## src/rtl/gpm_pkg.sv

```systemverilog
// package with constants and helpers for the glob pattern matcher
`timescale 1ns / 1ps
`default_nettype none
package gpm_pkg;
   localparam int MaxLen = 64;
   localparam int AddrW = $clog2(MaxLen);
   localparam int LenW = $clog2(MaxLen + 1);

   localparam logic [1:0] CMD_PAT = 2'd0;
   localparam logic [1:0] CMD_NAME = 2'd1;
   localparam logic [1:0] CMD_EVAL = 2'd2;

   localparam logic [7:0] CH_STAR = 8'h2A;
   localparam logic [7:0] CH_QUEST = 8'h3F;
   localparam logic [7:0] CH_OPEN = 8'h5B;
   localparam logic [7:0] CH_CLOSE = 8'h5D;
   localparam logic [7:0] CH_DASH = 8'h2D;
   localparam logic [7:0] CH_COLON = 8'h3A;
   localparam logic [7:0] CH_SLASH = 8'h2F;
   localparam logic [7:0] CH_BSLASH = 8'h5C;

   function automatic logic [7:0] fold(input logic [7:0] c, input logic cs);
      if (!cs && c >= 8'h61 && c <= 8'h7A) begin
         return c - 8'h20;
      end
      return c;
   endfunction
endpackage
`default_nettype wire

```

## src/rtl/glob_pattern_matcher.sv

```systemverilog
// top level of the glob pattern matcher: string memories and evaluation sequencer
//
// channel | ports                         | handshake
// req     | req_cmd, req_char_byte        | start high while busy low
// rsp     | rsp_matched                   | rsp_valid strobe, one cycle
// csr     | csr_case_sensitive            | csr_valid and csr_ready
//
// appends never raise busy. evaluate reads pattern and name from two memories through
// registered reads: a literal or question mark takes one name byte, a star scans the run
// of bytes up to the next star, question mark or end and then compares it at each
// candidate position, and a class refills its four byte window for each element or
// skipped byte. the strobe comes in the cycle after the decision and busy drops in the
// cycle after it. reset is synchronous and clears the lengths and the register; the
// receiver cannot stall, busy holds off requests.
`timescale 1ns / 1ps
`default_nettype none
module glob_pattern_matcher (
   input  wire logic       clock,
   input  wire logic       reset,
   input  wire logic       start,
   output logic            busy,
   input  wire logic [1:0] req_cmd,
   input  wire logic [7:0] req_char_byte,
   output logic            rsp_valid,
   output logic            rsp_matched,
   input  wire logic       csr_valid,
   output logic            csr_ready,
   input  wire logic       csr_case_sensitive
);
   localparam int AW = gpm_pkg::AddrW;
   localparam int LW = gpm_pkg::LenW;
   localparam int PW = LW + 1;

   // states
   localparam logic [3:0] S_IDLE   = 4'd0;
   localparam logic [3:0] S_FETCH  = 4'd1;
   localparam logic [3:0] S_DISP   = 4'd2;
   localparam logic [3:0] S_SCAN   = 4'd3;
   localparam logic [3:0] S_SRCH   = 4'd4;
   localparam logic [3:0] S_CMP    = 4'd5;
   localparam logic [3:0] S_CLS    = 4'd6;
   localparam logic [3:0] S_CLSE   = 4'd7;
   localparam logic [3:0] S_SKIP   = 4'd8;
   localparam logic [3:0] S_DONE   = 4'd9;
   localparam logic [3:0] S_CLSW   = 4'd10;

   logic [7:0] pmem [gpm_pkg::MaxLen];
   logic [7:0] nmem [gpm_pkg::MaxLen];
   logic [LW-1:0] plen_ff, nlen_ff;
   logic cs_ff;
   logic [3:0] state_ff, state_in;
   logic [PW-1:0] p_ff, p_in, n_ff, n_in, st_ff, st_in, ln_ff, ln_in, pos_ff, pos_in,
                  j_ff, j_in;
   logic [PW-1:0] pa_ff, pa_in; // pattern read address
   logic [PW-1:0] na_ff, na_in;
   logic [7:0] prd_ff, nrd_ff;
   logic [7:0] win_ff [4]; // class window p..p+3
   logic [7:0] win_in [4];
   logic [2:0] wcnt_ff, wcnt_in;
   logic found_ff, found_in;
   logic [7:0] nb_ff, nb_in;
   logic rv_in, rm_in;
   logic [7:0] b;
   logic [7:0] pv, nv;
   logic w2;

   assign busy = (state_ff != S_IDLE);
   assign csr_ready = 1'b1;
   assign b = (req_char_byte == gpm_pkg::CH_BSLASH || req_char_byte == gpm_pkg::CH_COLON)
              ? gpm_pkg::CH_SLASH : req_char_byte;

   // memory reads: out of range reads give zero end mark
   always_ff @(posedge clock) begin
      prd_ff <= pmem[pa_in[AW-1:0]];
      nrd_ff <= nmem[na_in[AW-1:0]];
      if (start && !busy && b != 8'd0 && plen_ff < LW'(gpm_pkg::MaxLen - 1)
          && req_cmd == gpm_pkg::CMD_PAT) begin
         pmem[plen_ff[AW-1:0]] <= b;
      end
      if (start && !busy && b != 8'd0 && nlen_ff < LW'(gpm_pkg::MaxLen - 1)
          && req_cmd == gpm_pkg::CMD_NAME) begin
         nmem[nlen_ff[AW-1:0]] <= b;
      end
   end

   logic pa_ok_ff, na_ok_ff;
   always_ff @(posedge clock) begin
      pa_ok_ff <= pa_in < PW'(plen_ff);
      na_ok_ff <= na_in < PW'(nlen_ff);
   end
   assign pv = pa_ok_ff ? prd_ff : 8'd0;
   assign nv = na_ok_ff ? nrd_ff : 8'd0;
   assign w2 = win_ff[2] != 8'd0;

   always_comb begin
      state_in = state_ff;
      p_in = p_ff; n_in = n_ff; st_in = st_ff; ln_in = ln_ff; pos_in = pos_ff; j_in = j_ff;
      pa_in = pa_ff; na_in = na_ff;
      win_in = win_ff; wcnt_in = wcnt_ff; found_in = found_ff; nb_in = nb_ff;
      rv_in = 1'b0; rm_in = 1'b0;
      unique case (state_ff)
         S_IDLE: begin
            if (start && req_cmd == gpm_pkg::CMD_EVAL) begin
               p_in = '0; n_in = '0; pa_in = '0; na_in = '0;
               state_in = S_DISP;
            end
         end
         S_FETCH: begin
            state_in = S_DISP;
         end
         S_DISP: begin
            // pv = pat[p], nv = name[n]
            if (pv == 8'd0) begin
               rv_in = 1'b1; rm_in = 1'b1; state_in = S_DONE;
            end else if (pv == gpm_pkg::CH_STAR) begin
               p_in = p_ff + 1'b1; st_in = p_ff + 1'b1; ln_in = '0;
               pa_in = p_ff + 1'b1; state_in = S_SCAN;
            end else if (pv == gpm_pkg::CH_QUEST) begin
               if (n_ff >= PW'(nlen_ff)) begin
                  rv_in = 1'b1; state_in = S_DONE;
               end else begin
                  p_in = p_ff + 1'b1; n_in = n_ff + 1'b1;
                  pa_in = p_ff + 1'b1; na_in = n_ff + 1'b1; state_in = S_FETCH;
               end
            end else if (pv == gpm_pkg::CH_OPEN) begin
               // j all ones marks the first window, where a doubled bracket is checked
               nb_in = gpm_pkg::fold(nv, cs_ff);
               found_in = 1'b0; j_in = '1;
               p_in = p_ff + 1'b1; pa_in = p_ff + 1'b1;
               wcnt_in = '0; state_in = S_CLSW;
            end else begin
               if (gpm_pkg::fold(pv, cs_ff) != gpm_pkg::fold(nv, cs_ff)) begin
                  rv_in = 1'b1; state_in = S_DONE;
               end else begin
                  p_in = p_ff + 1'b1; n_in = n_ff + 1'b1;
                  pa_in = p_ff + 1'b1; na_in = n_ff + 1'b1; state_in = S_FETCH;
               end
            end
         end
         S_SCAN: begin
            if (pv == 8'd0 || pv == gpm_pkg::CH_STAR || pv == gpm_pkg::CH_QUEST) begin
               if (ln_ff == '0) begin
                  pa_in = p_ff; na_in = n_ff; state_in = S_FETCH;
               end else begin
                  pos_in = n_ff; j_in = '0; state_in = S_SRCH;
               end
            end else begin
               p_in = p_ff + 1'b1; ln_in = ln_ff + 1'b1; pa_in = p_ff + 1'b1;
            end
         end
         S_SRCH: begin
            if (pos_ff + ln_ff > PW'(nlen_ff)) begin
               rv_in = 1'b1; state_in = S_DONE;
            end else begin
               j_in = '0; pa_in = st_ff; na_in = pos_ff; state_in = S_CMP;
            end
         end
         S_CMP: begin
            if (gpm_pkg::fold(pv, cs_ff) != gpm_pkg::fold(nv, cs_ff)) begin
               pos_in = pos_ff + 1'b1; state_in = S_SRCH;
            end else if (j_ff + 1'b1 == ln_ff) begin
               n_in = pos_ff + ln_ff; pa_in = p_ff; na_in = pos_ff + ln_ff;
               state_in = S_FETCH;
            end else begin
               j_in = j_ff + 1'b1;
               pa_in = st_ff + j_ff + 1'b1; na_in = pos_ff + j_ff + 1'b1;
            end
         end
         S_CLSW: begin
            // fill a four byte window at p
            win_in[wcnt_ff[1:0]] = pv;
            pa_in = pa_ff + 1'b1;
            if (wcnt_ff == 3'd3) begin
               state_in = S_CLS;
            end
            wcnt_in = wcnt_ff + 1'b1;
         end
         S_CLS: begin
            if (j_ff == '1) begin
               if (win_ff[0] == gpm_pkg::CH_OPEN) begin
                  // doubled bracket: p already at the second bracket
                  pa_in = p_ff; na_in = n_ff; state_in = S_FETCH;
               end else if (n_ff >= PW'(nlen_ff)) begin
                  rv_in = 1'b1; state_in = S_DONE;
               end else begin
                  j_in = '0; state_in = S_CLSE;
               end
            end else if (found_ff) begin
               state_in = S_SKIP;
            end else begin
               state_in = S_CLSE;
            end
         end
         S_CLSE: begin
            if (win_ff[0] == 8'd0 || (win_ff[0] == gpm_pkg::CH_CLOSE
                && win_ff[1] != gpm_pkg::CH_CLOSE)) begin
               rv_in = 1'b1; state_in = S_DONE;
            end else if (win_ff[1] == gpm_pkg::CH_DASH && w2
                         && (win_ff[2] != gpm_pkg::CH_CLOSE
                             || win_ff[3] == gpm_pkg::CH_CLOSE)) begin
               if (nb_ff >= gpm_pkg::fold(win_ff[0], cs_ff)
                   && nb_ff <= gpm_pkg::fold(win_ff[2], cs_ff)) begin
                  found_in = 1'b1;
               end
               p_in = p_ff + 2'd3; pa_in = p_ff + 2'd3; wcnt_in = '0; state_in = S_CLSW;
            end else begin
               if (gpm_pkg::fold(win_ff[0], cs_ff) == nb_ff) begin
                  found_in = 1'b1;
               end
               p_in = p_ff + 1'b1; pa_in = p_ff + 1'b1; wcnt_in = '0; state_in = S_CLSW;
            end
         end
         S_SKIP: begin
            if (win_ff[0] == 8'd0 || (win_ff[0] == gpm_pkg::CH_CLOSE
                && win_ff[1] != gpm_pkg::CH_CLOSE)) begin
               p_in = p_ff + 1'b1; n_in = n_ff + 1'b1;
               pa_in = p_ff + 1'b1; na_in = n_ff + 1'b1; state_in = S_FETCH;
            end else begin
               p_in = p_ff + 1'b1; pa_in = p_ff + 1'b1; wcnt_in = '0;
               state_in = S_CLSW;
            end
         end
         S_DONE: begin
            state_in = S_IDLE;
         end
         default: state_in = S_IDLE;
      endcase
   end

   always_ff @(posedge clock) begin
      if (reset) begin
         state_ff <= S_IDLE;
         plen_ff <= '0;
         nlen_ff <= '0;
         cs_ff <= 1'b0;
         rsp_valid <= 1'b0;
      end else begin
         state_ff <= state_in;
         rsp_valid <= rv_in;
         if (csr_valid && csr_ready) begin
            cs_ff <= csr_case_sensitive;
         end
         if (start && !busy && b != 8'd0) begin
            if (req_cmd == gpm_pkg::CMD_PAT && plen_ff < LW'(gpm_pkg::MaxLen - 1)) begin
               plen_ff <= plen_ff + 1'b1;
            end
            if (req_cmd == gpm_pkg::CMD_NAME && nlen_ff < LW'(gpm_pkg::MaxLen - 1)) begin
               nlen_ff <= nlen_ff + 1'b1;
            end
         end
         if (rv_in) begin
            plen_ff <= '0;
            nlen_ff <= '0;
         end
      end
   end

   always_ff @(posedge clock) begin
      p_ff <= p_in; n_ff <= n_in; st_ff <= st_in; ln_ff <= ln_in; pos_ff <= pos_in;
      j_ff <= j_in; pa_ff <= pa_in; na_ff <= na_in; wcnt_ff <= wcnt_in;
      found_ff <= found_in; nb_ff <= nb_in; rsp_matched <= rm_in;
      for (int i = 0; i < 4; i++) begin
         win_ff[i] <= win_in[i];
      end
   end
endmodule
`default_nettype wire
```

## config.mk

```make
export PLATFORM = sky130hd
export DESIGN_NAME = glob_pattern_matcher
export DESIGN_NICKNAME = d
export VERILOG_FILES = /design/src/rtl/gpm_pkg.sv /design/src/rtl/glob_pattern_matcher.sv
export SDC_FILE = /design/constraint.sdc
export NUM_CORES = 2
export LEC_CHECK = 0
export ABC_AREA = 1
export ABC_CLOCK_PERIOD_IN_PS = 7900
export BUFFER_PORTS_ARGS = -buffer_cell sky130_fd_sc_hd__buf_2
export CORE_MARGIN = 8
export CORE_UTILIZATION = 45
export DETAILED_ROUTE_END_ITERATION = 6
export HOLD_SLACK_MARGIN = 0.05
export PLACE_DENSITY = 0.67
export SLEW_MARGIN = 40
export SYNTH_ARGS = -nofsm -noshare
export SYNTH_HDL_FRONTEND = slang
export SYNTH_SLANG_ARGS = --single-unit
```

## constraint.sdc

```tcl
create_clock -name clock -period 7.9 [get_ports clock]
set_clock_uncertainty 0.2 [all_clocks]
set_input_delay 0.395 -clock clock [delete_from_list [all_inputs] [get_ports clock]]
set_output_delay 0.395 -clock clock [all_outputs]
set_load 0.005 [all_outputs]
```

# == Word level (Yosys, flattened, before mapping) ==
# Memories as Yosys holds them, arrays and structs flattened. A register that Yosys moved wholly into a read port is not among the register bits.
# Cells that the tools add are included.
# word_totals
memories,2
register_bits,131
output_inout_bits,4
ram_bits,1024
latchBits,0
input_bits,15
mem_bits_ro,0
word_cells,375
# op_classes
n_reduce_logical,58
eq_ne,57
addsub,19
bitwise_logic,4
div_mod_pow,0
mux,194
n_shift,0
mul,0
order_cmp,18
# mem_list
name,words,word_bits,read_ports,rd_clocked_by_memory_dff,wr,line_no,source
nmem,64,8,1,1,1,glob_pattern_matcher.sv:48,logic [7:0] nmem [gpm_pkg::MaxLen];
pmem,64,8,1,1,1,glob_pattern_matcher.sv:47,logic [7:0] pmem [gpm_pkg::MaxLen];
# ops
cell,count
8-bit 2-to-1 mux,104
8-bit one-hot mux with 5 select lines,2
8-bit one-hot mux with 9 select lines,1
4-bit 2-to-1 mux,17
"8-bit by 1-bit adder with 8-bit output, second input constant",8
8-bit one-hot mux with 7 select lines,1
1-bit 2-to-1 mux,53
"2-bit inequality test, second input constant",21
"8-bit by 7-bit equality test with 1-bit output, second input constant",5
4-bit one-hot mux with 10 select lines,1
32-bit bitwise mux,1
"8-bit by 6-bit equality test with 1-bit output, second input constant",4
"8-bit by 7-bit >= comparator with 1-bit output, second input constant",4
"8-bit by 7-bit <= comparator with 1-bit output, second input constant",4
8-bit one-hot mux with 2 select lines,2
8-bit one-hot mux with 4 select lines,1
"8-bit by 6-bit subtractor with 8-bit output, second input constant",4
8-bit adder,3
8-bit logical NOT,3
1-bit logical AND,22
3-bit 2-to-1 mux,6
"3-bit inequality test, second input constant",6
8-bit demux with 2-bit select,1
"4-bit by 3-bit equality test with 1-bit output, second input constant",4
48 further kinds,72

# == Depth between registers and ports, before layout ==
# logic_depth
word_depth,24
mapped_depth,30
depth_no_buf,29

# == Worst setup path before layout ==
# OpenSTA, ideal clock, no wires.
# synth_timing
path_type,input to register
startpoint,input port req_char_byte[5]
endpoint,"memory nmem[0][4], data pin"
path_stages,5
t_required_ns,6.904
t_arrival_ns,3.812
setup_slack_ns,3.092
path_buffers,0
setup_time_ns,0.796
cell_sequence,inv_1 nor3_1 o211ai_1 inv_1 nor2_1
# synth_via
elab_chain_len,3
elab_cells_between_ends,4
classes_between,2 x eq/ne; 1 x mux; 1 x reduce/logical
# synth_rtl
element,line_no,source
start: declaration,glob_pattern_matcher.sv:23,"input wire logic [7:0] req_char_byte,"
8-bit by 7-bit equality test with 1-bit output / 8-bit by 6-bit equality test with 1-bit output (equally long branches),glob_pattern_matcher.sv:69,assign b = (req_char_byte == gpm_pkg::CH_BSLASH || req_char_byte == gpm_pkg::CH_COLON)
1-bit logical OR *,glob_pattern_matcher.sv:69,
8-bit 2-to-1 mux *,glob_pattern_matcher.sv:70,? gpm_pkg::CH_SLASH : req_char_byte;
net b[4],glob_pattern_matcher.sv:63,logic [7:0] b;
end: declaration,glob_pattern_matcher.sv:48,
# Mark *: on every way through the listed nets, which the timed path passes. The rest lies on a longest branch.

# == Final worst setup path ==
# layout_timing
startpoint,register pos_ff[2]
endpoint,"register prd_ff[6], read port of pmem"
# layout_via
elab_chain_len,4
# layout_rtl
element,line_no,source
start: declaration,glob_pattern_matcher.sv:52,"logic [PW-1:0] p_ff, p_in, n_ff, n_in, st_ff, st_in, ln_ff, ln_in, pos_ff, pos_in,"
start signal: assignment,glob_pattern_matcher.sv:259,p_ff <= p_in; n_ff <= n_in; st_ff <= st_in; ln_ff <= ln_in; pos_ff <= pos_in;
8-bit adder,glob_pattern_matcher.sv:152,if (pos_ff + ln_ff > PW'(nlen_ff)) begin
8-bit by 7-bit > comparator with 1-bit output,glob_pattern_matcher.sv:152,
8-bit 2-to-1 mux,glob_pattern_matcher.sv:152,
8-bit one-hot mux with 9 select lines,glob_pattern_matcher.sv:101,unique case (state_ff)
end: declaration,glob_pattern_matcher.sv:56,"logic [7:0] prd_ff, nrd_ff;"
# No other way between the ends.
# A chain may end at the register's enable or synchronous reset.

==> summary.md <==
| Metric | Value |
|---|---|
| Clock network power share | `25.9%` |
| Worst setup SP type | `flop` |
| FF-to-FF path depth | `30` |
| Seq/Total Area, Yosys | `between 60% and 70%` |
| Worst path most repeated cell | `nand2_1` |
| Ys async rst share | `0%` |
| Pint | `12.5 mW` |
| CTS Sinks | `1171` |
| Post-synth EDFFs | `1116` |
| Hold Vio Cnt, Final | `0` |
| CTS clk-pin slew, worst paths | `0.06 ns` |
| First-pass GRT wire length | `232 mm` |
| Busiest grt layer | `met2` |
| Fin crit share | `81.1%` |
| Synth area leader | `edfxtp_1` |
| CP Class | `reg2reg` |
| Cells after Synth | `5413` |
| Switching part of the total | `about two fifths` |
| Final ANT Viol Nets | `0` |
| Post-Layout Cell Count | `7092` |
| Slowest cell on the critical path | `nand3_4` |
| Root buf cell | `clkbuf_16` |
| Max Freq | `156 MHz` |
| Internal reg-to-reg setup slack | `1.49 ns` |
| CTS buffer count | `between 100 and 150` |
| Drt pass-1 iters | `7` |
| Placement row count | `roughly 130` |
| Share of layout cells above drive strength 1 | `6.90%` |
| R2r startpoint | `pos_ff[2]` |
| Top-area cell type share of the netlist area | `61.1%` |
| Mux share of post-synthesis cell area | `0%` |
| RR Endpoint | `prd_ff[6]` |
| CP arrival | `~7 ns` |
| Detailed router's first-iteration violation count | `4563` |
| Worst hold slack | `0.132 ns` |
| Gr ovfl total | `0` |
| Grt met3 use | `roughly 3.6%` |
| Final slew viol count | `0` |
| Data required, critical path | `8.30 ns` |
| Post-synth cell types | `54` |
| Worst Hold Class | `in2reg` |
| Logic gate share of total power | `39.6%` |
| Cell total after placement | `6868` |
| Final-report setup violation count | `0` |
| CP endpoint | `prd_ff[6]` |
| Area of the multi-input gates | `16900 um2` |
| Port Buf Inserts | `17` |
| Total power | `21.3 mW` |
| Setup_tns | `0 ns` |
| Hold Startpoint | `req_char_byte[2]` |
| Initial antenna violation count | `0` |
| Routed via count | `between 40000 and 50000` |
| Placer congestion estimate | `0.923` |
| Avg Inst Size Synth | `10.1 um2` |
| Starting Density | `45.2%` |
| PwrDens | `352 nW/um2` |
| Sequential cell area | `34600 um2` |
| Peak supply drop | `559 uV` |
| Die X | `365 um` |
| Antenna cell count | `0` |
| Number of global-route vias before repair | `37600` |
| Synth Area in Adders | `slightly below 2%` |
| CTS tree | `built` |
| Compound-cell area share of the yosys netlist | `5.06%` |
| MaxCap Viol Count | `0` |
| Clk buf depth | `3` |
| Slowest stage delay, CP | `0.60 ns` |
| Most common cell in the netlist | `nand2_1` |
| Core ar. | `121000 um2` |
| HPWL after DPL | `94.8 mm` |
| Largest family of logic cells by synthesized area | `simple AND/OR/NAND/NOR gates` |
| Tmin final | `6.41 ns` |
| Global Route Usage Sum | `22.4%` |
| Synth Area in Simple Gates | `22.5%` |
| Crit-path max FO | `56` |
| Drt wl/cell | `21.6 um` |
| CTS H-tree depth | `3` |
| Most used DFF post-synth | `edfxtp_1` |
| DR DRC count | `0` |
| Synth top area cells | `edfxtp_1 61%, nand2_1 9.6%, nand3_1 6.5%, inv_1 4.0%, dfxtp_1 2.0%` |
| Postcts setup bufs | `0` |
| Slew headroom | `36.0%` |
| Slew at the pin closest to its max-slew limit | `0.958 ns` |
| Worst Setup End Kind | `flop` |
| Synth Area in XOR/XNOR | `0.734%` |
| Synth top cells by count | `1401 x nand2_1, 1116 x edfxtp_1, 708 x nand3_1` |
| Largest net degree at the start of global routing | `136` |
| Fin nets | `5469` |
| Met2 Use GR | `35.6%` |
| Routed vias/inst | `~5.7` |
| Fill cell count | `approximately 11000` |
| Reg power frac | `around a third` |
| Routed wire length | `approximately 150 mm` |
| DIE AREA | `133000 um2` |
| CP Launch Point | `pos_ff[2]` |
| #FFs+latches synth | `1171` |
| Vert. Die Dim | `365 um` |
| M1 GR Usage | `31.3%` |
| Cell Area, Synth | `54900 um2` |
| Leakage power | `23.1 nW` |
| Ports | `19` |
| Area delta synth->final | `10.3%` |
| Clock latency on the worst-skew pair | `0.72 ns` |
| Psw | `8.77 mW` |
| Outcome | `finished, final reports clean` |
| Synth warn | `0` |
| Unrepaired setup endpoints after global routing | `false` |
[final cells by class]
| cell class | instances | area share [%] |
|---|---|---|
| inverter | 606 | 3.77 |
| tap | 1625 | 3.36 |
| sequential | 1171 | 57.2 |
| clock buffer | 150 | 5.28 |
| timing repair buffer | 92 | 1.42 |
| multi-input combinational | 3381 | 28.0 |
| clock inverter | 67 | 0.974 |
[kinds of logic (layout without fill, tap and decap cells)]
logic type / count (synthesis) / count (layout)
compound gates: 494 / 494
xor+xnor: 46 / 46
fa+ha+maj: 85 / 85
buf+inv: 876 / 915
flops: 1171 / 1171
other cells: 2 / 17
simple gates: 2739 / 2739
[how the worst min path moves through the flow]
stage             endpoint  slack, ns  depth (start not counted)
4_1_cts         nlen_ff[1]       0.07                          5
5_1_grt        nmem[16][2]       0.14                          3
6_report       nmem[16][2]       0.13                          3
2_1_floorplan   plen_ff[6]       0.26                          2
3_5_place_dp   state_ff[0]       0.31                          2
3_3_place_gp   state_ff[0]       0.31                          2
[power groups by stage]
stage	Sequential (mW)	Combinational [mW]	Clock (mW)
6_report	7.34	8.43	5.50
4_1_cts	7.34	8.31	5.56
2_1_floorplan	7.31	5.77	0
3_5_place_dp	7.47	8.26	0
5_1_grt	7.35	9.19	5.78
3_3_place_gp	7.47	8.15	0
[critical path, delay by kind of cell, from the launching register on]
family,cells,cell delay (ns)
compound gates,5,0.61
xor+xnor,1,0.30
fa+ha+maj,2,0.70
buf+inv,6,1.33
flops,1,0.51
simple gates,16,2.55
[metal layers]
metal | part of all wire (%) | wire length [um]
met1 | 41 | 63200
met5 | 0 | 0
met2 | 46 | 70900
met4 | 3.5 | 5380
met3 | 8.8 | 13500
[stage by stage]
| stage | setup slack [ns] | util (%) | area (um2) |
|---|---|---|---|
| floorplan | 3.09 | - | 54900 |
| global placement | 1.41 | 46.5 | 56400 |
| detailed placement | 1.58 | 46.6 | 56600 |
| CTS | 1.54 | 49.7 | 60400 |
| global route | 1.02 | 49.8 | 60500 |
| finish | 1.49 | 49.8 | 60500 |
[layout by cell type (no fill, tap or decap), types with 32 or more instances in the layout]
| cell type | instances |
|---|---|
| a21oi_1 | 81 |
| buf_4 | 45 |
| clkbuf_16 | 120 |
| dfxtp_1 | 55 |
| edfxtp_1 | 1116 |
| ha_1 | 82 |
| inv_1 | 590 |
| nand2_1 | 1398 |
| nand3_1 | 707 |
| nand3b_1 | 131 |
| nand4_1 | 143 |
| nor2_1 | 211 |
| nor2_2 | 46 |
| nor3_1 | 33 |
| o211ai_1 | 37 |
| o21ai_0 | 158 |
| o21ai_1 | 140 |
| xor2_1 | 32 |
[what timing repair did]
action	4_1_cts	5_1_grt
resized for setup	0	0
hold buffers	5	1
endpoints found under the hold margin	61	60
setup endpoints to repair	0	0
Power figures use the tool's default switching activity.
